File: config.mk
export PLATFORM = sky130hd
export DESIGN_NAME = uart_fifo_fractional_baud_flat
export DESIGN_NICKNAME = d
export VERILOG_FILES = /design/src/rtl/ufb_pkg.sv /design/src/rtl/ufb_in_if.sv /design/src/rtl/ufb_front.sv /design/src/rtl/ufb_back.sv /design/src/rtl/uart_fifo_fractional_baud.sv /design/src/flat_wrapper.sv
export SDC_FILE = /design/constraint.sdc
export NUM_CORES = 1
export LEC_CHECK = 0
export BUFFER_PORTS_ARGS = -buffer_cell sky130_fd_sc_hd__buf_4
export CORE_UTILIZATION = 55
export CTS_BUF_LIST = sky130_fd_sc_hd__clkbuf_16
export DETAILED_ROUTE_END_ITERATION = 7
export PLACE_DENSITY = 0.75
export SYNTH_ARGS = -nofsm -noshare
export SYNTH_HDL_FRONTEND = slang
export SYNTH_SLANG_ARGS = --single-unit
File: constraint.sdc
create_clock -name i_clk -period 4.8 [get_ports i_clk]
set_clock_uncertainty 0.05 [all_clocks]
set_input_delay 0.72 -clock i_clk [delete_from_list [all_inputs] [get_ports i_clk]]
set_output_delay 0.72 -clock i_clk [all_outputs]
set_load 0.005 [all_outputs]
File: src/rtl/ufb_pkg.sv
// Package for the fractional-baud UART: action codes, register offsets,
// configuration indexes and the queue record between front and back end.
// No dependencies.
package ufb_pkg;

    localparam int ActionW  = 2;
    localparam int OffsetW  = 12;
    localparam int WdataW   = 11;
    localparam int RdataW   = 16;
    localparam int CfgAddrW = 5;

    typedef enum logic [1:0] {
        ACT_READ  = 2'd0,
        ACT_WRITE = 2'd1,
        ACT_TICK  = 2'd2,
        ACT_NONE  = 2'd3
    } t_action;

    localparam logic [OffsetW-1:0] OFF_DATA   = 12'h000;
    localparam logic [OffsetW-1:0] OFF_STATUS = 12'h004;
    localparam logic [OffsetW-1:0] OFF_FLAGS  = 12'h018;
    localparam logic [OffsetW-1:0] OFF_ICLEAR = 12'h044;

    localparam logic [2:0] CFG_BAUD_INT  = 3'd0;
    localparam logic [2:0] CFG_BAUD_FRAC = 3'd1;
    localparam logic [2:0] CFG_WORD_LEN  = 3'd2;
    localparam logic [2:0] CFG_PAR_EN    = 3'd3;
    localparam logic [2:0] CFG_PAR_EVEN  = 3'd4;
    localparam logic [2:0] CFG_TWO_STOP  = 3'd5;
    localparam logic [2:0] CFG_FIFO_EN   = 3'd6;
    localparam logic [2:0] CFG_ENABLES   = 3'd7;

    // Decoded operation handed from the front end to the back end
    typedef enum logic [2:0] {
        OP_NOP,
        OP_RD_DATA,
        OP_RD_STATUS,
        OP_RD_FLAGS,
        OP_WR_DATA,
        OP_WR_STATUS,
        OP_TICK
    } t_op;

    typedef struct packed {
        t_op        op;
        logic [7:0] wbyte;
        logic       line;
    } t_cmd;

    typedef struct packed {
        logic [15:0] baud_int;
        logic [5:0]  baud_frac;
        logic [1:0]  word_length;
        logic        parity_enable;
        logic        parity_even;
        logic        two_stop_bits;
        logic        fifo_enable;
        logic [2:0]  enable_bits;
    } t_cfg;

endpackage

File: src/rtl/ufb_in_if.sv
// Valid/ready channel interfaces for the UART items and results.
// No dependencies.
interface ufb_in_if;
    logic        valid;
    logic        ready;
    logic [1:0]  action;
    logic [11:0] reg_offset;
    logic [10:0] write_data;
    logic        rx_line;
    modport source (output valid, action, reg_offset, write_data, rx_line, input ready);
    modport sink   (input valid, action, reg_offset, write_data, rx_line, output ready);
endinterface

interface ufb_out_if;
    logic        valid;
    logic        ready;
    logic [15:0] read_data;
    logic        tx_line;
    logic        line_busy;
    modport source (output valid, read_data, tx_line, line_busy, input ready);
    modport sink   (input valid, read_data, tx_line, line_busy, output ready);
endinterface

File: src/rtl/ufb_front.sv
// Front end: accepts bus/tick items, decodes them and queues commands.
// Depends on ufb_pkg.
module ufb_front #(
    parameter int QDEPTH = 2
) (
    input  logic            i_clk,
    input  logic            i_rst_n,
    input  logic            i_valid,
    output logic            o_ready,
    input  logic [1:0]      i_action,
    input  logic [11:0]     i_reg_offset,
    input  logic [10:0]     i_write_data,
    input  logic            i_rx_line,
    output logic            o_cmd_valid,
    input  logic            i_cmd_ready,
    output ufb_pkg::t_cmd   o_cmd
);
    import ufb_pkg::*;

    localparam int PW = (QDEPTH > 1) ? $clog2(QDEPTH) : 1;

    t_cmd            r_q [QDEPTH];
    logic [PW-1:0]   r_wp, r_rp;
    logic [PW:0]     r_cnt;
    t_cmd            w_cmd;
    logic            w_push, w_pop;

    // Classify the item
    always_comb begin
        w_cmd.wbyte = i_write_data[7:0];
        w_cmd.line  = i_rx_line;
        w_cmd.op    = OP_NOP;
        unique case (t_action'(i_action))
            ACT_READ: begin
                if (i_reg_offset == OFF_DATA)        w_cmd.op = OP_RD_DATA;
                else if (i_reg_offset == OFF_STATUS) w_cmd.op = OP_RD_STATUS;
                else if (i_reg_offset == OFF_FLAGS)  w_cmd.op = OP_RD_FLAGS;
            end
            ACT_WRITE: begin
                if (i_reg_offset == OFF_DATA)        w_cmd.op = OP_WR_DATA;
                else if (i_reg_offset == OFF_STATUS) w_cmd.op = OP_WR_STATUS;
            end
            ACT_TICK: w_cmd.op = OP_TICK;
            default:  w_cmd.op = OP_NOP;
        endcase
    end

    assign o_ready     = (r_cnt != QDEPTH[PW:0]);
    assign w_push      = i_valid && o_ready;
    assign o_cmd_valid = (r_cnt != '0);
    assign w_pop       = o_cmd_valid && i_cmd_ready;
    assign o_cmd       = r_q[r_rp];

    // Queue storage
    always_ff @(posedge i_clk) begin
        if (w_push) begin
            r_q[r_wp] <= w_cmd;
        end
    end

    // Queue pointers
    always_ff @(posedge i_clk) begin
        if (!i_rst_n) begin
            r_wp  <= '0;
            r_rp  <= '0;
            r_cnt <= '0;
        end else begin
            if (w_push) r_wp <= (r_wp == PW'(QDEPTH-1)) ? '0 : r_wp + 1'b1;
            if (w_pop)  r_rp <= (r_rp == PW'(QDEPTH-1)) ? '0 : r_rp + 1'b1;
            r_cnt <= r_cnt + (PW+1)'(w_push) - (PW+1)'(w_pop);
        end
    end

    ap_cnt_bound: assert property (@(posedge i_clk) disable iff (!i_rst_n)
        r_cnt <= QDEPTH) else $error("queue count overflow");
    ap_cnt_track: assert property (@(posedge i_clk) disable iff (!i_rst_n)
        (w_push && !w_pop) |=> r_cnt == $past(r_cnt) + 1'b1)
        else $error("queue count missed push");
    ap_empty_ptr: assert property (@(posedge i_clk) disable iff (!i_rst_n)
        (r_cnt == '0) |-> r_wp == r_rp) else $error("empty queue pointers differ");
endmodule

File: src/rtl/ufb_back.sv
// Back end: FIFOs, fractional baud divider, transmitter, receiver and
// the result register. Depends on ufb_pkg.
module ufb_back #(
    parameter int FIFO_DEPTH = 16,
    parameter int OVERSAMPLE = 16
) (
    input  logic            i_clk,
    input  logic            i_rst_n,
    input  logic            i_cmd_valid,
    output logic            o_cmd_ready,
    input  ufb_pkg::t_cmd   i_cmd,
    input  ufb_pkg::t_cfg   i_cfg,
    input  logic            i_accum_clr,
    output logic            o_valid,
    input  logic            i_ready,
    output logic [15:0]     o_read_data,
    output logic            o_tx_line,
    output logic            o_line_busy
);
    import ufb_pkg::*;

    localparam int AW = (FIFO_DEPTH > 1) ? $clog2(FIFO_DEPTH) : 1;
    localparam int LW = $clog2(FIFO_DEPTH + 1);
    localparam int SW = $clog2(OVERSAMPLE + 1);

    // Fold a pointer sum below twice the depth back into the FIFO range
    function automatic logic [AW-1:0] wrap_idx(input logic [LW:0] s);
        logic [LW:0] t;
        t = (s >= (LW+1)'(FIFO_DEPTH)) ? s - (LW+1)'(FIFO_DEPTH) : s;
        return t[AW-1:0];
    endfunction

    logic [7:0]    r_tx_mem [FIFO_DEPTH];
    logic [11:0]   r_rx_mem [FIFO_DEPTH];
    logic [LW-1:0] r_tx_level, r_rx_level;
    logic [AW-1:0] r_tx_head, r_rx_head;
    logic [22:0]   r_accum;
    logic [11:0]   r_tx_frame, r_rx_frame;
    logic [3:0]    r_tx_left, r_rx_left;
    logic [SW-1:0] r_tx_sub, r_rx_sub;
    logic          r_rx_active;
    logic [3:0]    r_err;
    logic          r_out_valid;
    logic [15:0]   r_rdata;

    logic [LW-1:0] w_cap;
    logic          w_go;
    logic [22:0]   w_div, w_acc_add, w_acc_sub;
    logic          w_en;

    assign w_go        = i_cmd_valid && (!r_out_valid || i_ready);
    assign o_cmd_ready = !r_out_valid || i_ready;
    assign o_valid     = r_out_valid;
    assign o_read_data = r_rdata;
    assign o_tx_line   = r_tx_frame[0];
    assign o_line_busy = (r_tx_level != '0) || (r_tx_left != '0);
    assign w_cap = i_cfg.fifo_enable ? LW'(FIFO_DEPTH) : LW'(1);

    // Fractional divider: one 16x enable when the accumulator passes the divisor
    always_comb begin
        w_div = {1'b0, i_cfg.baud_int, i_cfg.baud_frac};
        if (w_div < 23'd64) w_div = 23'd64;
        w_acc_add = r_accum + 23'd64;
        w_acc_sub = w_acc_add - w_div;
        w_en = (i_cmd.op == OP_TICK) && i_cfg.enable_bits[0] && (w_acc_add >= w_div);
    end

    function automatic logic par_of(input logic [7:0] d, input logic even);
        return even ? ^d : ~^d;
    endfunction

    // Transmitter next state
    logic [11:0]   n_tx_frame;
    logic [3:0]    n_tx_left;
    logic [SW-1:0] n_tx_sub;
    logic          w_tx_pop;
    logic [7:0]    w_td;
    logic [7:0]    w_mask;
    logic [3:0]    w_pos;
    logic [11:0]   w_f;
    always_comb begin
        n_tx_frame = r_tx_frame;
        n_tx_left  = r_tx_left;
        n_tx_sub   = r_tx_sub;
        w_tx_pop   = 1'b0;
        w_mask     = 8'hFF >> (2'd3 - i_cfg.word_length);
        w_td       = r_tx_mem[r_tx_head] & w_mask;
        w_pos      = 4'd6 + 4'(i_cfg.word_length);
        w_f        = {3'b0, w_td, 1'b0};
        if (r_tx_left != '0) begin
            n_tx_sub = r_tx_sub + 1'b1;
            if (n_tx_sub >= SW'(OVERSAMPLE)) begin
                n_tx_sub   = '0;
                n_tx_frame = {1'b1, r_tx_frame[11:1]};
                n_tx_left  = r_tx_left - 1'b1;
            end
        end
        if (n_tx_left == '0 && i_cfg.enable_bits[1] && r_tx_level != '0) begin
            w_tx_pop = 1'b1;
            if (i_cfg.parity_enable) begin
                w_f[w_pos] = par_of(w_td, i_cfg.parity_even);
                w_pos      = w_pos + 1'b1;
            end
            w_f        = w_f | (12'hFFF << w_pos);
            n_tx_frame = w_f;
            n_tx_left  = w_pos + 4'd1 + 4'(i_cfg.two_stop_bits);
            n_tx_sub   = '0;
        end
    end

    // Receiver next state
    logic [11:0]   n_rx_frame;
    logic [3:0]    n_rx_left;
    logic [SW-1:0] n_rx_sub;
    logic          n_rx_active;
    logic          w_rx_done;
    logic [11:0]   w_rx_entry;
    logic [3:0]    w_total;
    logic [7:0]    w_rd;
    logic          w_stop, w_pbit, w_be;
    always_comb begin
        n_rx_frame  = r_rx_frame;
        n_rx_left   = r_rx_left;
        n_rx_sub    = r_rx_sub;
        n_rx_active = r_rx_active;
        w_rx_done   = 1'b0;
        w_total     = 4'd7 + 4'(i_cfg.word_length) + 4'(i_cfg.parity_enable);
        w_rd        = '0;
        w_stop      = 1'b0;
        w_pbit      = 1'b0;
        w_be        = 1'b0;
        w_rx_entry  = '0;
        if (!r_rx_active) begin
            if (!i_cmd.line) begin
                n_rx_active = 1'b1;
                n_rx_sub    = SW'(OVERSAMPLE / 2);
                n_rx_left   = w_total;
                n_rx_frame  = '0;
            end
        end else if (r_rx_left == '0) begin
            if (i_cmd.line) n_rx_active = 1'b0;
        end else begin
            n_rx_sub = r_rx_sub + 1'b1;
            if (n_rx_sub >= SW'(OVERSAMPLE)) begin
                n_rx_sub = '0;
                if (r_rx_left == w_total && i_cmd.line) begin
                    n_rx_active = 1'b0;
                end else begin
                    n_rx_frame = {i_cmd.line, r_rx_frame[11:1]};
                    n_rx_left  = r_rx_left - 1'b1;
                    if (n_rx_left == '0) begin
                        w_rx_done = 1'b1;
                        w_rd = 8'(n_rx_frame >> (4'(i_cfg.parity_enable ? 10 : 11)
                               - (4'd5 + 4'(i_cfg.word_length))))
                               & (8'hFF >> (2'd3 - i_cfg.word_length));
                        w_stop = n_rx_frame[11];
                        w_pbit = n_rx_frame[10];
                        w_be   = (w_rd == '0) && !w_stop
                                 && (!i_cfg.parity_enable || !w_pbit);
                        w_rx_entry = {1'b0, w_be,
                            i_cfg.parity_enable && (w_pbit != par_of(w_rd, i_cfg.parity_even)),
                            !w_stop, w_rd};
                        n_rx_active = w_be;
                    end
                end
            end
        end
    end

    logic          w_tx_push, w_rx_pop, w_rx_push, w_rx_ovr;
    logic [AW-1:0] w_tx_waddr, w_rx_waddr, w_rx_last;
    logic [15:0]   n_rdata;
    logic          w_rx_en;
    assign w_rx_en    = w_en && i_cfg.enable_bits[2];
    assign w_tx_push  = w_go && i_cmd.op == OP_WR_DATA && r_tx_level < w_cap;
    assign w_rx_pop   = w_go && i_cmd.op == OP_RD_DATA && r_rx_level != '0;
    assign w_rx_push  = w_go && w_rx_en && w_rx_done && r_rx_level < w_cap;
    assign w_rx_ovr   = w_go && w_rx_en && w_rx_done && !(r_rx_level < w_cap);
    assign w_tx_waddr = wrap_idx((LW+1)'(r_tx_head) + (LW+1)'(r_tx_level));
    assign w_rx_waddr = wrap_idx((LW+1)'(r_rx_head) + (LW+1)'(r_rx_level));
    assign w_rx_last  = wrap_idx((LW+1)'(r_rx_head) + (LW+1)'(r_rx_level)
                                 - (LW+1)'(1));

    // Read data for the current command
    always_comb begin
        n_rdata = '0;
        case (i_cmd.op)
            OP_RD_DATA:   if (r_rx_level != '0) n_rdata = {4'b0, r_rx_mem[r_rx_head]};
            OP_RD_STATUS: n_rdata = {12'b0, r_err};
            OP_RD_FLAGS:  n_rdata = {8'b0, r_tx_level == '0, r_rx_level >= w_cap,
                                     r_tx_level >= w_cap, r_rx_level == '0,
                                     o_line_busy, 3'b0};
            default:      n_rdata = '0;
        endcase
    end

    // FIFO storage
    always_ff @(posedge i_clk) begin
        if (w_tx_push) r_tx_mem[w_tx_waddr] <= i_cmd.wbyte;
        if (w_rx_push) r_rx_mem[w_rx_waddr] <= w_rx_entry;
        if (w_rx_ovr && r_rx_level != '0) r_rx_mem[w_rx_last][11] <= 1'b1;
        if (w_go) r_rdata <= n_rdata;
    end

    // Control state
    always_ff @(posedge i_clk) begin
        if (!i_rst_n) begin
            r_tx_level  <= '0;
            r_tx_head   <= '0;
            r_rx_level  <= '0;
            r_rx_head   <= '0;
            r_accum     <= '0;
            r_tx_frame  <= 12'hFFF;
            r_tx_left   <= '0;
            r_tx_sub    <= '0;
            r_rx_frame  <= '0;
            r_rx_left   <= '0;
            r_rx_sub    <= '0;
            r_rx_active <= 1'b0;
            r_err       <= '0;
            r_out_valid <= 1'b0;
        end else begin
            if (w_go) r_out_valid <= 1'b1;
            else if (i_ready) r_out_valid <= 1'b0;
            if (i_accum_clr) begin
                r_accum <= '0;
            end else if (w_go && i_cmd.op == OP_TICK && i_cfg.enable_bits[0]) begin
                if (w_acc_add < w_div) r_accum <= w_acc_add;
                else if (w_acc_sub >= w_div) r_accum <= '0;
                else r_accum <= w_acc_sub;
            end
            if (w_go && w_en) begin
                r_tx_frame <= n_tx_frame;
                r_tx_left  <= n_tx_left;
                r_tx_sub   <= n_tx_sub;
                if (w_tx_pop) r_tx_head <= wrap_idx((LW+1)'(r_tx_head) + (LW+1)'(1));
            end
            if (w_rx_en && w_go) begin
                r_rx_frame  <= n_rx_frame;
                r_rx_left   <= n_rx_left;
                r_rx_sub    <= n_rx_sub;
                r_rx_active <= n_rx_active;
            end
            r_tx_level <= r_tx_level + LW'(w_tx_push)
                          - LW'(w_go && w_en && w_tx_pop);
            r_rx_level <= r_rx_level + LW'(w_rx_push) - LW'(w_rx_pop);
            if (w_rx_pop) r_rx_head <= wrap_idx((LW+1)'(r_rx_head) + (LW+1)'(1));
            if (w_go && i_cmd.op == OP_WR_STATUS) r_err <= '0;
            else if (w_rx_ovr) r_err <= r_err | 4'b1000;
            else if (w_rx_pop) r_err <= r_err | {1'b0, r_rx_mem[r_rx_head][10:8]};
        end
    end

    ap_tx_lvl: assert property (@(posedge i_clk) disable iff (!i_rst_n)
        r_tx_level <= LW'(FIFO_DEPTH)) else $error("tx level overflow");
    ap_rx_lvl: assert property (@(posedge i_clk) disable iff (!i_rst_n)
        r_rx_level <= LW'(FIFO_DEPTH)) else $error("rx level overflow");
    ap_hold: assert property (@(posedge i_clk) disable iff (!i_rst_n)
        (r_out_valid && !i_ready) |=> $stable(r_rdata)) else $error("result changed");
    ap_idle_tx: assert property (@(posedge i_clk) disable iff (!i_rst_n)
        (r_tx_left == '0) |-> r_tx_frame[0]) else $error("tx line low when idle");
endmodule

File: src/rtl/uart_fifo_fractional_baud.sv
// Top level of the UART with FIFOs and fractional baud divider.
// Depends on ufb_pkg, ufb_in_if/ufb_out_if, ufb_front and ufb_back.
//
//  Channel  Dir  Handshake        Payload
//  in       in   valid/ready      action, reg_offset, write_data, rx_line
//  out      out  valid/ready      read_data, tx_line, line_busy
//  cfg      in   APB write/read   eight registers at 4*index
//
// One item per cycle while the output is not stalled; a result passes through the decode
// queue entry, then the back-end result register.
// Synchronous active-low reset clears all control state; FIFO storage is not cleared.
// A stalled output holds the back end; the two-entry queue then fills and
// drops in_ready.
module uart_fifo_fractional_baud #(
    parameter int FIFO_DEPTH = 16,
    parameter int OVERSAMPLE = 16
) (
    input  logic                       i_clk,
    input  logic                       i_rst_n,
    ufb_in_if.sink                     in_ch,
    ufb_out_if.source                  out_ch,
    input  logic                       psel,
    input  logic                       penable,
    input  logic                       pwrite,
    input  logic [ufb_pkg::CfgAddrW-1:0] paddr,
    input  logic [31:0]                pwdata,
    output logic [31:0]                prdata,
    output logic                       pready
);
    import ufb_pkg::*;

    t_cfg  r_cfg;
    logic  w_wr, w_cmd_valid, w_cmd_ready, w_clr;
    t_cmd  w_cmd;

    assign pready = 1'b1;
    assign w_wr   = psel && penable && pwrite;
    assign w_clr  = w_wr && (paddr[4:2] == CFG_BAUD_INT || paddr[4:2] == CFG_BAUD_FRAC)
                    && paddr[1:0] == 2'b00;

    // Configuration registers
    always_ff @(posedge i_clk) begin
        if (!i_rst_n) begin
            r_cfg <= '{baud_int: 16'd1, baud_frac: '0, word_length: '0,
                       parity_enable: 1'b0, parity_even: 1'b0, two_stop_bits: 1'b0,
                       fifo_enable: 1'b0, enable_bits: 3'd6};
        end else if (w_wr && paddr[1:0] == 2'b00) begin
            unique case (paddr[4:2])
                CFG_BAUD_INT:  r_cfg.baud_int      <= pwdata[15:0];
                CFG_BAUD_FRAC: r_cfg.baud_frac     <= pwdata[5:0];
                CFG_WORD_LEN:  r_cfg.word_length   <= pwdata[1:0];
                CFG_PAR_EN:    r_cfg.parity_enable <= pwdata[0];
                CFG_PAR_EVEN:  r_cfg.parity_even   <= pwdata[0];
                CFG_TWO_STOP:  r_cfg.two_stop_bits <= pwdata[0];
                CFG_FIFO_EN:   r_cfg.fifo_enable   <= pwdata[0];
                CFG_ENABLES:   r_cfg.enable_bits   <= pwdata[2:0];
                default: ;
            endcase
        end
    end

    // Register readback
    always_comb begin
        prdata = '0;
        unique case (paddr[4:2])
            CFG_BAUD_INT:  prdata = {16'b0, r_cfg.baud_int};
            CFG_BAUD_FRAC: prdata = {26'b0, r_cfg.baud_frac};
            CFG_WORD_LEN:  prdata = {30'b0, r_cfg.word_length};
            CFG_PAR_EN:    prdata = {31'b0, r_cfg.parity_enable};
            CFG_PAR_EVEN:  prdata = {31'b0, r_cfg.parity_even};
            CFG_TWO_STOP:  prdata = {31'b0, r_cfg.two_stop_bits};
            CFG_FIFO_EN:   prdata = {31'b0, r_cfg.fifo_enable};
            CFG_ENABLES:   prdata = {29'b0, r_cfg.enable_bits};
            default:       prdata = '0;
        endcase
    end

    ufb_front #(.QDEPTH(2)) u_front (
        .i_clk        (i_clk),
        .i_rst_n      (i_rst_n),
        .i_valid      (in_ch.valid),
        .o_ready      (in_ch.ready),
        .i_action     (in_ch.action),
        .i_reg_offset (in_ch.reg_offset),
        .i_write_data (in_ch.write_data),
        .i_rx_line    (in_ch.rx_line),
        .o_cmd_valid  (w_cmd_valid),
        .i_cmd_ready  (w_cmd_ready),
        .o_cmd        (w_cmd)
    );

    ufb_back #(.FIFO_DEPTH(FIFO_DEPTH), .OVERSAMPLE(OVERSAMPLE)) u_back (
        .i_clk       (i_clk),
        .i_rst_n     (i_rst_n),
        .i_cmd_valid (w_cmd_valid),
        .o_cmd_ready (w_cmd_ready),
        .i_cmd       (w_cmd),
        .i_cfg       (r_cfg),
        .i_accum_clr (w_clr),
        .o_valid     (out_ch.valid),
        .i_ready     (out_ch.ready),
        .o_read_data (out_ch.read_data),
        .o_tx_line   (out_ch.tx_line),
        .o_line_busy (out_ch.line_busy)
    );
endmodule
File: src/flat_wrapper.sv
// flat-port wrapper written by rule: the top's interface ports become plain ports
module uart_fifo_fractional_baud_flat import ufb_pkg::*;
#(
    parameter int FIFO_DEPTH = 16,
    parameter int OVERSAMPLE = 16
)
  (i_clk, i_rst_n, psel, penable, pwrite, paddr, pwdata, prdata, pready, in_ch_valid, in_ch_action, in_ch_reg_offset, in_ch_write_data, in_ch_rx_line, in_ch_ready, out_ch_valid, out_ch_read_data, out_ch_tx_line, out_ch_line_busy, out_ch_ready);
  ufb_in_if in_ch_i ();
  ufb_out_if out_ch_i ();
  input  logic i_clk;
  input  logic i_rst_n;
  input  logic psel;
  input  logic penable;
  input  logic pwrite;
  input  logic [ufb_pkg::CfgAddrW-1:0] paddr;
  input  logic [31:0] pwdata;
  output logic [31:0] prdata;
  output logic pready;
  input wire logic [$bits(in_ch_i.valid)-1:0] in_ch_valid;
  input wire logic [$bits(in_ch_i.action)-1:0] in_ch_action;
  input wire logic [$bits(in_ch_i.reg_offset)-1:0] in_ch_reg_offset;
  input wire logic [$bits(in_ch_i.write_data)-1:0] in_ch_write_data;
  input wire logic [$bits(in_ch_i.rx_line)-1:0] in_ch_rx_line;
  output wire logic [$bits(in_ch_i.ready)-1:0] in_ch_ready;
  output wire logic [$bits(out_ch_i.valid)-1:0] out_ch_valid;
  output wire logic [$bits(out_ch_i.read_data)-1:0] out_ch_read_data;
  output wire logic [$bits(out_ch_i.tx_line)-1:0] out_ch_tx_line;
  output wire logic [$bits(out_ch_i.line_busy)-1:0] out_ch_line_busy;
  input wire logic [$bits(out_ch_i.ready)-1:0] out_ch_ready;
  assign in_ch_i.valid = in_ch_valid;
  assign in_ch_i.action = in_ch_action;
  assign in_ch_i.reg_offset = in_ch_reg_offset;
  assign in_ch_i.write_data = in_ch_write_data;
  assign in_ch_i.rx_line = in_ch_rx_line;
  assign in_ch_ready = in_ch_i.ready;
  assign out_ch_valid = out_ch_i.valid;
  assign out_ch_read_data = out_ch_i.read_data;
  assign out_ch_tx_line = out_ch_i.tx_line;
  assign out_ch_line_busy = out_ch_i.line_busy;
  assign out_ch_i.ready = out_ch_ready;
  uart_fifo_fractional_baud #(.FIFO_DEPTH(FIFO_DEPTH), .OVERSAMPLE(OVERSAMPLE)) u_core (.i_clk(i_clk), .i_rst_n(i_rst_n), .in_ch(in_ch_i), .out_ch(out_ch_i), .psel(psel), .penable(penable), .pwrite(pwrite), .paddr(paddr), .pwdata(pwdata), .prdata(prdata), .pready(pready));
endmodule
**Word-level counts from Yosys, hierarchy flattened**

Memory sizes are Yosys's and may differ from the RTL's. A register that Yosys moved wholly into a read port is not among the register bits.
Index checks and enable logic that the tools add are counted.

- Bits in writable memories: 344
- Input bits: 70
- Output and inout bits: 53
- Memories: 3
- Latch bits: 0
- Register bits: 140
- Bits in read-only memories: 0

- Reduce and logical (&&, ||, !) cells: 79
- Div/mod/pow operators: 0
- $lt $le $gt $ge: 17
- Bitwise logic cells: 6
- Shifts and indexed selects: 3
- Equality and inequality tests: 24
- Multiplexer cells: 91
- $add $sub $neg: 33
- Multipliers: 0

Memories:

| memory | depth | width | read ports | clocked after Yosys merged registers in | write ports | line | source |
|---|---|---|---|---|---|---|---|
| u_core.u_back.r_rx_mem | 16 | 12 | 1 | 1 | 1 | ufb_back.sv:34 | `logic [11:0] r_rx_mem [FIFO_DEPTH];` |
| u_core.u_back.r_tx_mem | 16 | 8 | 1 | 1 | 1 | ufb_back.sv:33 | `logic [7:0] r_tx_mem [FIFO_DEPTH];` |
| u_core.u_front.r_q | 2 | 12 | 1 | 1 | 1 | ufb_front.sv:22 | `t_cmd r_q [QDEPTH];` |

Operators with widths:

| operator | number |
|---|---|
| one-hot mux 32 bit (8 select lines) | 1 |
| 2-to-1 mux 12 bit | 12 |
| 2-to-1 mux 4 bit | 22 |
| 2-to-1 mux 11 bit | 5 |
| one-hot mux 16 bit (3 select lines) | 1 |
| >= comparator 23 bit | 2 |
| 2-to-1 mux 23 bit | 2 |
| 2-to-1 mux 5 bit | 8 |
| logical AND 1 bit | 31 |
| 2-to-1 mux 1 bit | 30 |
| subtractor 4 x 1 -> 4 bit, second input constant | 7 |
| adder 23 x 7 -> 23 bit, second input constant | 1 |
| less-than comparator 23 bit | 1 |
| subtractor 23 bit | 1 |
| less-than comparator 22 x 7 -> 1 bit, second input constant | 1 |
| 2-to-1 mux 22 bit | 1 |
| AND reduction 2 bit | 11 |
| equality test 3 bit, second input constant | 7 |
| >= comparator 5 bit, second input constant | 4 |
| >= comparator 6 x 5 -> 1 bit, second input constant | 3 |
| bitwise AND 8 bit | 2 |
| XNOR reduction 8 bit | 2 |
| XOR reduction 8 bit | 2 |
| adder 3 x 2 -> 4 bit, first input constant | 3 |
| 53 further kinds | 93 |

**Longest topological paths before layout**

- Depth in word-level cells: 15
- Depth in mapped cells: 26

**Modules after synthesis**

From an unflattened synthesis, not the netlist that was laid out.

- Cell total of the unflattened synthesis: 1885
- Area total of the unflattened synthesis: 23804.1 um^2

By module, submodules not included:

| module | instances | sequential area each (um^2) | cells an instance | area an instance (um^2) |
|---|---|---|---|---|
| ufb_back | 1 | 11891.4 | 1603 | 20993.9 |
| uart_fifo_fractional_baud | 1 | 620.6 | 203 | 1616.6 |
| ufb_front | 1 | 820.8 | 79 | 1193.6 |

**Least setup slack after synthesis**

Ideal clock, no wire load.

- Kind: reg2reg
- Start: register u_core.u_back.r_accum[8]
- End: memory u_core.u_back.r_rx_mem[6][0], enable pin
- Path slack: -0.006 ns
- Setup time: 0.393 ns
- Data arrival time: 4.363 ns
- Cell stages (with the launch flop): 19
- Cells stage by stage: dfxtp_1 nand3_1 nor2_1 and2_1 nand2_1 or3_1 xnor2_1 ha_1 clkbuf_1 a21oi_1 o211ai_1 a311o_1 nand2_1 nand2_1 and3_1 buf_2 nand2_1 mux2_2 nor3_1

- Word-level cells in the longest chain between the ends: 12

RTL lines:

| item | line | source |
|---|---|---|
| start: declaration | ufb_back.sv:37 | `logic [22:0] r_accum;` |
| start signal: assignment | ufb_back.sv:228 | `if (w_acc_add < w_div) r_accum <= w_acc_add;` |
| start signal: assignment | ufb_back.sv:230 | `else r_accum <= w_acc_sub;` |
| adder 23 x 7 -> 23 bit * | ufb_back.sv:63 | `w_acc_add = r_accum + 23'd64;` |
| >= comparator 23 bit * | ufb_back.sv:65 | `w_en = (i_cmd.op == OP_TICK) && i_cfg.enable_bits[0] && (w_acc_add >= w_div);` |
| logical AND 1 bit * | ufb_back.sv:65 |  |
| logical AND 1 bit * | ufb_back.sv:174 | `assign w_rx_en = w_en && i_cfg.enable_bits[2];` |
| logical AND 1 bit * (2 in series) | ufb_back.sv:177, ufb_back.sv:178 |  |
| logical AND 1 bit | ufb_back.sv:178 | `assign w_rx_ovr = w_go && w_rx_en && w_rx_done && !(r_rx_level < w_cap);` |
| logical AND 1 bit | ufb_back.sv:201 | `if (w_rx_ovr && r_rx_level != '0) r_rx_mem[w_rx_last][11] <= 1'b1;` |
| 2-to-1 mux 1 bit | ufb_back.sv:201 |  |
| 2-to-1 mux 1 bit (not written as such) | ufb_back.sv:201 |  |
| OR reduction 12 bit (no line) | -- |  |
| 2-to-1 mux 4 bit (no line) / 2-to-1 mux 2 bit (equally long branches) | -- |  |
| end: declaration | ufb_back.sv:34 |  |

Every way passes the cells marked *; elsewhere a longest branch is shown, timed or not.

**Worst setup path in the final report**

- Start: register u_core.r_cfg[25] (netlist bit)
- End: register u_core.u_back.r_accum[1]

- Word-level cells in the longest chain between the ends: 6

RTL lines:

| item | line | source |
|---|---|---|
| start: declaration | uart_fifo_fractional_baud.sv:32 | `t_cfg r_cfg;` |
| start signal: assignment | uart_fifo_fractional_baud.sv:44 | `r_cfg <= '{baud_int: 16'd1, baud_frac: '0, word_length: '0,` |
| less-than comparator 22 x 7 -> 1 bit | ufb_back.sv:62 | `if (w_div < 23'd64) w_div = 23'd64;` |
| 2-to-1 mux 22 bit * | ufb_back.sv:62 |  |
| subtractor 23 bit | ufb_back.sv:64 | `w_acc_sub = w_acc_add - w_div;` |
| >= comparator 23 bit | ufb_back.sv:229 | `else if (w_acc_sub >= w_div) r_accum <= '0;` |
| 2-to-1 mux 23 bit | ufb_back.sv:229 |  |
| 2-to-1 mux 23 bit * | ufb_back.sv:228 |  |

Marks and branches as above.
A chain may end at the register's enable or synchronous reset.

==> flow_summary.ini <==
[outcome]
run_status = finished, violations left
failed_checks = negative setup slack

[worst_setup_path]
crit_buf_inv = 6
cp.required_ns = 5.28
timing.critical_path.fanout_max = 6
critPathCaptureType = flip-flop
cpPeakStageDelay_ns = 0.33
cp_top_family = simple AND/OR/NAND/NOR gates
wp_data_arrival_ns = 5.48
critical-path-slowest-cell = sky130_fd_sc_hd__dfxtp_2
path_class = reg2reg
crit_top_cell = sky130_fd_sc_hd__buf_4
reg2reg_slack_ns = -0.20
worstSetupStartpointType = flip-flop

[sta]
hold_viol = 0
slew_viol_final = 0
grt_setup_unrepaired = yes
tightestPinTransition_ns = 1.104
timing.fmax_mhz = 200.0
finalSetupViolCount = 21
tns_ns = -2.337
final_min_period_over_clock_period = 1.042
finalWorstPathRequiredPeriod_ns = 5.000
timing.final.ws_setup_ns = -0.2004
worst_slew_margin_rel = 0.2614

[final_layout]
finalCoreUtilization = 0.6608
area.growth.synth_to_final_pct = 17.41
design_area_sq_um = 28030
final_common_cell = sky130_fd_sc_hd__edfxtp_1
num_antenna_cells = 0
layout.cells.most_common_list = 356 x sky130_fd_sc_hd__edfxtp_1, 224 x sky130_fd_sc_hd__buf_4, 167 x sky130_fd_sc_hd__nand2_1
layout-drive-gt1-share = 0.2203
finish.net_count = 2285

[placed_design]
pre_cts_slack_ns = -0.4160
hpwl_dp_um = 38030
placement.cell_area_sq_um = 25910
port_buffer_cells = 82
gpl.final_weighted_congestion = 0.9639

[grt]
number_of_global_route_vias_before_repair = 16240
antenna_found_initial = 0
first_pass_grt_wire_length_um = 88980
maximum_number_of_pins_on_one_net_before_global_route_repair = 65
globalRouteTotalUtil = 0.2621
total_gr_overflow = 0

[drt]
drtPass1Iterations = 6
detail_route.wirelength_um = 57190
num_vias = 16230
avgViaCountPerCell = 5.940
detail_route.drc_violations = 0
initialDrtViolationCount = 1549
ant_nets = 0
detail_route.wl_per_cell_um = 20.92

[synth]
synth_area_leader_cell = sky130_fd_sc_hd__edfxtp_1
post_synth_num_cell_types = 76
synth_seq_area_share = 0.5585
synth_area_sq_um = 23870
yosys.area.top_type_share = 0.4478
count_of_mapped_cells_out_of_synthesis = 1917
synth_top_cells_by_area = sky130_fd_sc_hd__edfxtp_1 45%, sky130_fd_sc_hd__dfxtp_1 11%, sky130_fd_sc_hd__mux4_2 7.7%
asr_flop_ratio_synth = 0
post_synth_edffs = 356
ys.warnings.count = 0
synth-seq-cells = 488
postSynth.topFlopCell = sky130_fd_sc_hd__edfxtp_1
syn_avg_cell_area_sq_um = 12.45

[floorplanning]
die-width_um = 210.3
chipHeight_um = 210.3
floorplan.die_area_sq_um = 44240
row_count = 75
core_region_area_sq_um = 42420
floorplan.initialDensity = 0.5628
pin_count = 123

[clock_tree]
clock_latency_ns = 0.61
cts-buffers-inserted = 50
cts_hold_buf = 0
cts.clk_slew.worst_paths_ns = 0.06
tritoncts = built
cts.sink_count = 488
clock-root-buffer = sky130_fd_sc_hd__clkbuf_16
htree_num_levels = 2
cts.path.max_buffers = 3

[hold_path]
worstHoldPathType = in2reg

[power_and_ir_drop]
pwr_density_cell_nw_per_um2 = 359.9
cellLeakagePower_nw = 9.956
max-vdd-ir-drop_mv = 0.5089

[job]
timing.max_cap.violations = 0
-- metal layers --
metal  up-vias  part of all wire  wire, um  GRT usage
met2       660              0.50     28490     0.4522
li1       7461                 -         -          -
met3       130             0.068      3867    0.03769
met1      7983              0.40     23020     0.3400
met4         0             0.032      1814    0.08935
met5         -                 0         0          0
-- worst register-to-register path, delay by kind of cell, from the launching register on --
family                   cells  cell delay, ns
AND/OR/NAND/NOR              9            1.76
adder cells (fa/ha/maj)      2            0.53
buffers and inverters        6            0.86
XOR/XNOR                     1            0.25
flip-flops                   1            0.33
AO/OA/AOI/OAI                7            1.14
-- worst paths after layout --
path	start	to	cells after the start
max reg2reg	u_core.r_cfg[25]	u_core.u_back.r_accum[1]	25
min reg2reg	u_core.u_back.r_rx_frame[1]	u_core.u_back.r_rx_frame[1]	2
min	in_ch_write_data[1]	u_core.u_front.r_q[0][2]	1
max	u_core.r_cfg[25]	u_core.u_back.r_accum[1]	25
-- power by group --
part / total [mW] / switching, mW / internal (mW) / leakage (nW)
sequential: 4.82 / 0.0844 / 4.73 / 3.89
clock: 3.98 / 1.62 / 2.35 / 0.858
combinational: 1.29 / 0.762 / 0.532 / 5.21
total: 10.1 / 2.47 / 7.62 / 9.96
-- synth_stat cells (7+ instances only) --
cell type	n
sky130_fd_sc_hd__mux4_1	9
sky130_fd_sc_hd__or3_1	14
sky130_fd_sc_hd__mux4_2	82
sky130_fd_sc_hd__dfxtp_1	132
sky130_fd_sc_hd__o21ai_1	24
sky130_fd_sc_hd__buf_1	12
sky130_fd_sc_hd__clkbuf_1	69
sky130_fd_sc_hd__and2_1	28
sky130_fd_sc_hd__a22oi_1	7
sky130_fd_sc_hd__nor2_1	146
sky130_fd_sc_hd__xor2_1	22
sky130_fd_sc_hd__buf_4	21
sky130_fd_sc_hd__mux2i_1	48
sky130_fd_sc_hd__a21o_1	20
sky130_fd_sc_hd__a21boi_0	18
sky130_fd_sc_hd__mux2_2	17
sky130_fd_sc_hd__a21boi_1	17
sky130_fd_sc_hd__nor4_1	10
sky130_fd_sc_hd__nand3_1	57
sky130_fd_sc_hd__nor3_1	29
sky130_fd_sc_hd__nand2_1	170
sky130_fd_sc_hd__o21a_1	9
sky130_fd_sc_hd__nor3b_1	8
sky130_fd_sc_hd__nand4_1	19
sky130_fd_sc_hd__o21ai_0	29
sky130_fd_sc_hd__a31oi_1	15
sky130_fd_sc_hd__o211ai_1	16
sky130_fd_sc_hd__inv_1	85
sky130_fd_sc_hd__nor2b_1	45
sky130_fd_sc_hd__edfxtp_1	356
sky130_fd_sc_hd__and3_1	15
sky130_fd_sc_hd__a21oi_1	86
sky130_fd_sc_hd__ha_1	95
sky130_fd_sc_hd__nand2b_1	18
sky130_fd_sc_hd__a211oi_1	13
sky130_fd_sc_hd__xnor2_1	54
sky130_fd_sc_hd__o211a_1	11
-- state kept, by name (all words and copies together), names as in the netlist, 11 cells and up, named ones only --
name / cells
u_core.u_back.r_rx_mem: 192
u_core.u_back.r_tx_mem: 128
u_core.r_cfg: 31
u_core.u_front.r_q: 24
u_core.u_back.r_tx_frame: 12
u_core.u_back.r_rx_frame: 11
u_core.u_back.r_accum: 23
u_core.u_back.o_read_data: 12
-- timing repair --
item / in CTS / in global routing
pin swaps: 30 / 27
endpoints found under the setup margin: 80 / 106
buffers inserted: 15 / 4
gates cloned: 1 / 0
resized for setup: 30 / 29
-- stage by stage --
step	total power [mW]	hold slack, ns	instances
global placement	6.042	0.3936	2623
CTS	10.11	0.2489	2730
finish	10.09	0.2733	2733
floorplan	5.628	0.3804	1936
detailed placement	6.103	0.4052	2623
global route	10.39	0.2504	2733
-- cell families (layout without fill, tap and decap cells) --
| group | Yosys count | in the layout | synth area share |
|---|---|---|---|
| other | 2 | 21 | 0.0003146 |
| xor gates and xnor gates | 81 | 81 | 0.03155 |
| adders and majority gates | 100 | 100 | 0.05398 |
| DFF | 488 | 488 | 0.5585 |
| muxes | 156 | 156 | 0.1154 |
| buffers and inverters | 198 | 418 | 0.03684 |
| and+or+nand+nor | 581 | 581 | 0.1165 |
| AOI/OAI and AO/OA | 311 | 311 | 0.08690 |
-- layout make-up --
class | count | area (sq um)
clock buffers | 51 | 1276
clock inverters | 42 | 402.9
fillers | 3033 | 14390
inverters | 87 | 326.6
multi-input cells | 1250 | 10010
flip-flops and latches | 488 | 13340
well taps | 577 | 721.9
repair buffers | 238 | 1948
Note: power is estimated with default switching activity, not from simulation.
